--- src/sv/esa_pkg.sv ---
package esa_pkg;

  localparam int unsigned MAX_NODES = 1024;
  localparam int unsigned MAX_SLOTS = 64;
  localparam int unsigned MAX_EDGES = 65536;

  localparam int unsigned CENTER_W   = 10;
  localparam int unsigned SLOT_W     = 6;
  localparam int unsigned EDGE_W     = 16;
  localparam int unsigned ADDR_W     = 16;
  localparam int unsigned NODES_W    = 11;
  localparam int unsigned SLOTS_W    = 7;
  localparam int unsigned CFG_DATA_W = 11;
  localparam int unsigned CNT_W      = 7;
  localparam int unsigned ECNT_W     = 17;
  localparam int unsigned EPOCH_W    = 8;
  localparam int unsigned PROD_W     = CENTER_W + SLOTS_W;
  localparam int unsigned NODE_IDX_W = $clog2(MAX_NODES);
  localparam int unsigned FILL_W     = EPOCH_W + CNT_W;
  localparam int unsigned SLOT_CAP   = (MAX_SLOTS < 64) ? MAX_SLOTS : 64;

  localparam logic [EPOCH_W-1:0] EPOCH_LAST = '1;

  typedef enum logic [1:0] {
    STATUS_OK    = 2'd0,
    STATUS_FULL  = 2'd1,
    STATUS_RANGE = 2'd2,
    STATUS_EDGES = 2'd3
  } status_e;

  typedef enum logic {
    CFG_NODES = 1'b0,
    CFG_SLOTS = 1'b1
  } cfg_idx_e;

  typedef struct packed {
    logic [NODES_W-1:0] node_lim;
    logic [SLOTS_W-1:0] slot_lim;
  } cfg_t;

  typedef struct packed {
    logic [CENTER_W-1:0] center;
    logic                first;
    logic                range_bad;
    logic [EPOCH_W-1:0]  epoch;
    logic [ADDR_W-1:0]   base;
  } job_t;

  typedef struct packed {
    logic [EPOCH_W-1:0] tag;
    logic [CNT_W-1:0]   count;
  } fill_t;

  typedef struct packed {
    logic                  active;
    logic [NODE_IDX_W-1:0] addr;
  } clr_t;

  typedef struct packed {
    logic [EDGE_W-1:0] edge_number;
    logic [SLOT_W-1:0] slot;
    logic [ADDR_W-1:0] table_address;
    status_e           status;
  } result_t;

endpackage

--- src/sv/esa_front.sv ---
module esa_front (
  input  logic                         clk_i,
  input  logic                         rst_ni,
  input  logic                         push_i,
  output logic                         full_o,
  input  logic [esa_pkg::CENTER_W-1:0] center_i,
  input  logic                         first_edge_i,
  input  esa_pkg::cfg_t                cfg_i,
  input  logic                         back_idle_i,
  output logic                         job_valid_o,
  output esa_pkg::job_t                job_o,
  input  logic                         job_ready_i,
  output esa_pkg::clr_t                clr_o
);
  import esa_pkg::*;

  typedef enum logic [2:0] {
    FS_CLEAR = 3'b001,
    FS_RUN   = 3'b010,
    FS_DRAIN = 3'b100
  } fstate_e;

  fstate_e               state_q, state_d;
  logic [NODE_IDX_W-1:0] ptr_q, ptr_d;
  logic [EPOCH_W-1:0]    epoch_q, epoch_d;
  logic                  clean_q, clean_d;

  job_t        q_mem_q [2];
  logic        q_wr_q, q_rd_q;
  logic [1:0]  q_cnt_q;
  logic        q_full, q_empty, q_pop;

  logic         wrap_hold, accept;
  logic [PROD_W-1:0] prod;
  job_t         job_new;

  assign q_full  = (q_cnt_q == 2'd2);
  assign q_empty = (q_cnt_q == 2'd0);

  // a new batch at the last epoch needs a clearing pass before it enters, unless the counters are already clean
  assign wrap_hold = first_edge_i && (epoch_q == EPOCH_LAST) && !clean_q;
  assign full_o    = q_full || (state_q != FS_RUN) || wrap_hold;
  assign accept    = push_i && !full_o;

  assign job_valid_o = !q_empty;
  assign job_o       = q_mem_q[q_rd_q];
  assign q_pop       = job_valid_o && job_ready_i;

  assign prod = PROD_W'(center_i) * PROD_W'(cfg_i.slot_lim);

  always_comb begin
    job_new.center    = center_i;
    job_new.first     = first_edge_i;
    job_new.range_bad = (NODES_W'(center_i) >= cfg_i.node_lim);
    job_new.epoch     = first_edge_i ? epoch_q + EPOCH_W'(1) : epoch_q;
    job_new.base      = prod[ADDR_W-1:0];
  end

  always_comb begin
    state_d = state_q;
    ptr_d   = ptr_q;
    epoch_d = epoch_q;
    clean_d = clean_q;
    unique case (state_q)
      FS_CLEAR: begin
        ptr_d = ptr_q + NODE_IDX_W'(1);
        if (ptr_q == NODE_IDX_W'(MAX_NODES - 1)) begin
          ptr_d   = '0;
          state_d = FS_RUN;
          clean_d = 1'b1;
        end
      end
      FS_RUN: begin
        if (push_i && wrap_hold) begin
          state_d = FS_DRAIN;
        end
        if (accept) begin
          clean_d = 1'b0;
        end
        if (accept && first_edge_i) begin
          epoch_d = epoch_q + EPOCH_W'(1);
        end
      end
      FS_DRAIN: begin
        if (q_empty && back_idle_i) begin
          state_d = FS_CLEAR;
          ptr_d   = '0;
        end
      end
      default: begin
        state_d = FS_CLEAR;
        ptr_d   = '0;
      end
    endcase
  end

  always_comb begin
    clr_o.active = (state_q == FS_CLEAR);
    clr_o.addr   = ptr_q;
  end

  always_ff @(posedge clk_i or negedge rst_ni) begin
    if (!rst_ni) begin
      state_q <= FS_CLEAR;
      ptr_q   <= '0;
      epoch_q <= EPOCH_LAST;
      clean_q <= 1'b1;
    end else begin
      state_q <= state_d;
      ptr_q   <= ptr_d;
      epoch_q <= epoch_d;
      clean_q <= clean_d;
    end
  end

  always_ff @(posedge clk_i or negedge rst_ni) begin
    if (!rst_ni) begin
      q_wr_q  <= 1'b0;
      q_rd_q  <= 1'b0;
      q_cnt_q <= 2'd0;
    end else begin
      if (accept) begin
        q_wr_q <= ~q_wr_q;
      end
      if (q_pop) begin
        q_rd_q <= ~q_rd_q;
      end
      case ({accept, q_pop})
        2'b10:   q_cnt_q <= q_cnt_q + 2'd1;
        2'b01:   q_cnt_q <= q_cnt_q - 2'd1;
        default: q_cnt_q <= q_cnt_q;
      endcase
    end
  end

  always_ff @(posedge clk_i) begin
    if (accept) begin
      q_mem_q[q_wr_q] <= job_new;
    end
  end

endmodule

--- config.mk ---
export PLATFORM = sky130hd
export DESIGN_NAME = esa_front
export DESIGN_NICKNAME = d
export VERILOG_FILES = /design/src/sv/esa_pkg.sv /design/src/sv/esa_front.sv
export SDC_FILE = /design/constraint.sdc
export NUM_CORES = 1
export LEC_CHECK = 0
export BUFFER_PORTS_ARGS = -buffer_cell sky130_fd_sc_hd__buf_2
export CORE_MARGIN = 2
export CORE_UTILIZATION = 59
export DETAILED_ROUTE_END_ITERATION = 10
export GPL_TIMING_DRIVEN = 0
export PLACE_DENSITY = 0.81
export SLEW_MARGIN = 10
export SYNTH_ARGS = -nofsm -noshare
export SYNTH_HDL_FRONTEND = slang
export SYNTH_SLANG_ARGS = --single-unit
--- constraint.sdc ---
create_clock -name clk_i -period 4.3 [get_ports clk_i]
set_input_delay 0.645 -clock clk_i [delete_from_list [all_inputs] [get_ports clk_i]]
set_output_delay 0.645 -clock clk_i [all_outputs]
set_load 0.03 [all_outputs]
Yosys cells after proc, flatten, opt, wreduce, memory -nomap -nowiden
Memory sizes are Yosys's and may differ from the RTL's.
Index checks and enable logic that the tools add are counted.
{"block": "totals", "word_cells": 63, "register_bits": 26, "memories": 1, "output_inout_bits": 49, "mem_bits_rw": 72, "in_bits": 34}
{"block": "classes", "addsub": 4, "n_mul": 1, "n_mux": 14, "eq_ne": 13, "bitwise_logic": 3, "n_lt_le_gt_ge": 1, "n_reduce_logical": 19}
{"memory": "q_mem_q", "depth": 2, "word_bits": 36, "read_ports": 1, "rd_clocked_by_memory_dff": 0, "write_ports": 1, "line": "esa_front.sv:28", "text": "job_t q_mem_q [2];"}
{"operator": "case mux 10 bit (3 select lines)", "n": 1}
{"operator": "two-way mux 10 bit", "n": 2}
{"operator": "multiplier 10 x 7 -> 16 bit", "n": 1}
{"operator": "greater-or-equal comparator 10 x 11 -> 1 bit", "n": 1}
{"operator": "adder 10 x 1 -> 10 bit, second input constant", "n": 1}
{"operator": "== test 10 bit, second input constant", "n": 1}
{"operator": "two-way mux 3 bit", "n": 3}
{"operator": "case mux 3 bit (3 select lines)", "n": 1}
{"operator": "adder 8 x 1 -> 8 bit, second input constant", "n": 1}
{"operator": "== test 8 bit, second input constant", "n": 1}
{"operator": "two-way mux 8 bit", "n": 1}
{"operator": "logical AND 1 bit", "n": 7}
{"operator": "inequality test 2 bit, second input constant", "n": 3}
{"operator": "AND reduction 3 bit", "n": 2}
{"operator": "== test 2 bit, second input constant", "n": 2}
{"operator": "two-way mux 1 bit", "n": 4}
{"operator": "case mux 2 bit (2 select lines)", "n": 1}
{"operator": "AND reduction 2 bit", "n": 2}
{"operator": "nonzero test 2 bit", "n": 2}
{"operator": "== test 3 x 1 -> 1 bit, second input constant", "n": 1}
{"operator": "== test 3 x 2 -> 1 bit, second input constant", "n": 1}
{"operator": "== test 3 bit, second input constant", "n": 1}
{"operator": "logical NOT 1 bit", "n": 3}
{"operator": "inequality test 3 x 2 -> 1 bit, second input constant", "n": 1}
{"operator": "8 further kinds", "n": 11}

Longest topological paths before layout
{"block": "logic_depth", "word_depth": 8, "depth_mapped": 15, "depth_no_buf": 15}

Least setup slack after synthesis
OpenSTA, ideal clock, no wires.
{"block": "synth_path", "path_type": "input port to flip-flop", "startpoint": "in cfg_i[3] (netlist name)", "endpoint": "mem q_mem_q[0][13] (netlist name), data pin", "arrival_ps": 4392, "t_required_ps": 4109, "path_buffers": 0, "stages": 15, "setup_ps": 191, "setup_slack_ps": -283, "cell_sequence": "and2_1 -> fa_1 -> inv_1 -> fa_1 -> inv_1 -> fa_1 -> inv_1 -> fa_1 -> inv_1 -> ha_1 -> and2_1 -> a221oi_1 -> a21oi_1 -> o2111a_1 -> a311oi_1"}
{"element": "from (decl)", "line": "esa_front.sv:8", "text": "input esa_pkg::cfg_t cfg_i,"}
{"element": "to (decl)", "line": "esa_front.sv:28"}

==> key figures <==
Synthesis
  • Largest family of logic cells by synthesized area: adder cells
  • Sequential fraction of the synthesis area: 0.439
  • Syn avg cell area: 11.9 sq um
  • XOR/XNOR share of the synthesized area: 0.0477
  • Synth cell count leaders: edfxtp_1, inv_1, and2_1
  • Fraction of registers with async set/reset: 0.265
  • Mux share of post-synthesis cell area: 0.0703
  • Synth Register Bits: 98
  • Adder-cell share of the synthesized area: 0.208
  • Synth Area in Compound Gates: 0.0611
  • Netlist cell types: 49
  • Ys flop type: edfxtp_1
  • Synth top area share: 0.336
  • Post-synthesis simple-gate area fraction: 0.134
  • Synth top area cells: edfxtp_1, fa_1, ha_1
  • Warnings, synthesis: 0
  • Post-synth EDFFs: 72
  • Post-Syn Area: 0.00643 sq mm
  • Synthesized Nets: 660
  • Synthesized instance count: 542
  • Cell with the most instances after synthesis: edfxtp_1
  • Post-synth top area cell: edfxtp_1

STA
  • Slew @ Worst Pin: 639 ps
  • Final min period: 4220 ps
  • Setup tns final: 0 ps
  • Hold Slack: 255 ps
  • RSZ-0062 raised after global routing: true
  • Max-slew headroom: 0.571
  • Max Fclk: 0.237 GHz
  • # setup viols final: 0
  • Clock Skew: 12.6 ps
  • Final Max Tran Viols: 0
  • Crit share post-route: 0.981
  • Worst Setup Slack, final: 79.7 ps
  • Final Hold Vio Count: 0

Clock network
  • CTS Sinks: 98
  • # hold bufs at CTS: 0
  • CTS tree: yes
  • Clk Latency, worst-skew pair: 380 ps
  • CTS Buf Count: 9
  • CTS root buf: clkbuf_8
  • CTS Buffer Depth: 2
  • Htree depth: 3
  • Reg clk slew, reported paths: 100 ps

Critical path
  • R2R Path Start: epoch_q[0]
  • Crit path from: center_i[3]
  • R2R Setup Slk: 1920 ps
  • Arrival @ worst endpoint: 4400 ps
  • R2r endpoint: q_cnt_q[1]
  • Worst setup SP type: input pin
  • Setup CP Type: input pin to register
  • CP Capture Type: register
  • CP max FO: 10
  • Reg2reg path depth: 7
  • Crit path required time: 4480 ps

Global routing
  • Top Usage Layer GRT: met2
  • M1 GR Usage: 0.292
  • Initial antenna violation count: 0
  • M3 GR Usage: 0.0271
  • Largest net degree at the start of global routing: 30
  • Global-route wire length before repair: 20.3 mm
  • Met2 usage: 0.379
  • Total track usage: 0.224
  • Grt ovf: 0
  • Number of global-route vias before repair: 4382

Cells and area
  • Final core utilization: 0.695
  • Final net count: 755
  • Fillers: 784
  • Ant diodes: 0
  • Synth-to-layout area growth: 16.2%
  • Multi-input combinational cell area: 0.00350 sq mm
  • Register area: 0.00283 sq mm
  • Layout cell share with drive strength beyond 1: 0.279

Power
  • Pwr Density: 442 mW/mm^2
  • Maximum vdd ir drop: 0.271 mV
  • Static Leakage: 3.16 nW

Drt
  • Initial drt markers: 275
  • Detailed Routing Iterations Pass 1: 4
  • DR vias: 4403
  • # DRC: 0
  • Vias per inst: 5.63
  • Drt total wl: 12.6 mm
  • DR WL/cell: 16.1 um
  • Antenna-violating nets left: 0

Placement
  • Port buffer count: 80
  • DP HPWL: 9.39 mm
  • Place WS: -540 ps
  • Gpl congestion: 0.847

Status
  • Status: complete, no violations

Run
  • Max-Cap Viols: 0

Floorplanning
  • Die width: 108 um
  • Die area: 0.0117 sq mm
  • Core Rows: 38
  • CORE AREA: 0.0107 sq mm
  • Starting Density: 0.598
  • Die Y: 108 um
  • Num ports: 83

Worst hold path
  • HP Class: input pin to asynchronous set/reset pin
[placed cells by master (no fill, tap or decap), types with 10 or more instances in the layout]
cell       n
edfxtp_1  72
buf_2     67
inv_1     56
and2_1    49
ha_1      41
fa_1      38
mux2_2    37
nand2_1   28
xnor2_1   22
nor2_1    22
a21oi_1   18
dfrtp_1   16
o21ai_0   14
xor2_1    13
nand3_1   12
dfstp_2   10
[power by group]
| group | total (mW) | internal, mW | switching [mW] |
|---|---|---|---|
| registers | 1.14 | 1.12 | 0.0122 |
| clock network | 0.569 | 0.248 | 0.322 |
| logic | 1.60 | 0.668 | 0.930 |
| total | 3.30 | 2.04 | 1.26 |
[how the worst max path moves through the flow]
stage | end | slack [ps] | depth (start not counted)
final | q_mem_q[1][13] | 80 | 16
after global routing | q_mem_q[1][13] | -20 | 16
after CTS | q_mem_q[0][15] | 9 | 16
after detailed placement | q_mem_q[0][13] | -540 | 16
after global placement | q_mem_q[1][13] | -360 | 16
after floorplan | q_mem_q[0][13] | 10 | 15
[state kept, by name, summed over array words and instances (netlist names)]
signal	count
q_cnt_q	2
clean_q	1
state_q	3
q_mem_q	72
q_rd_q	1
epoch_q	8
q_wr_q	1
ptr_q	10
[metal layers]
metal	part of all wire	vias to the layer above
li1	-	2058
met1	0.42	2202
met2	0.52	123
met3	0.049	20
met4	0.020	0
met5	0	-
[through the flow]
step	power (mW)	std cells	cell area, sq um
detailed placement	2.62	764	7090
finish	3.30	782	7470
floorplan	2.30	542	6470
global placement	2.58	762	7040
global route	3.52	782	7470
CTS	3.23	780	7310
[critical path: stages]
cell and delay [ps]:
buf_4 160, and2_4 150, fa_1 480, inv_1 50, fa_1 470, inv_1 50, fa_1 480, inv_1 50
fa_1 490, inv_2 50, ha_4 230, and2_4 170, a221oi_4 280, a21oi_4 120, o2111a_1 250, a311oi_2 250
[logic make-up (layout without fill, tap and decap cells)]
| family | Yosys count | count (layout) |
|---|---|---|
| mux | 40 | 40 |
| flops | 98 | 98 |
| compound gates | 63 | 63 |
| xor+xnor | 35 | 35 |
| fa+ha+maj | 84 | 84 |
| buf+inv | 66 | 166 |
| simple gates | 156 | 156 |
[repair_timing]
item                       CTS  global route
hold endpoints to repair     0             0
pin swaps                    2            14
setup endpoints to repair    8            12
buffers inserted             0             2
gates resized for setup      6            47
[final cells by class]
| cell class | instances | share of cell area |
|---|---|---|
| Multi-Input combinational cell | 378 | 0.469 |
| Sequential cell | 98 | 0.378 |
| Timing Repair Buffer | 84 | 0.0705 |
| Inverter | 57 | 0.0286 |
| Tap cell | 140 | 0.0235 |
| Clock buffer | 11 | 0.0204 |
| Buffer | 9 | 0.00519 |
| Clock inverter | 5 | 0.00436 |
Power figures use the tool's default switching activity.
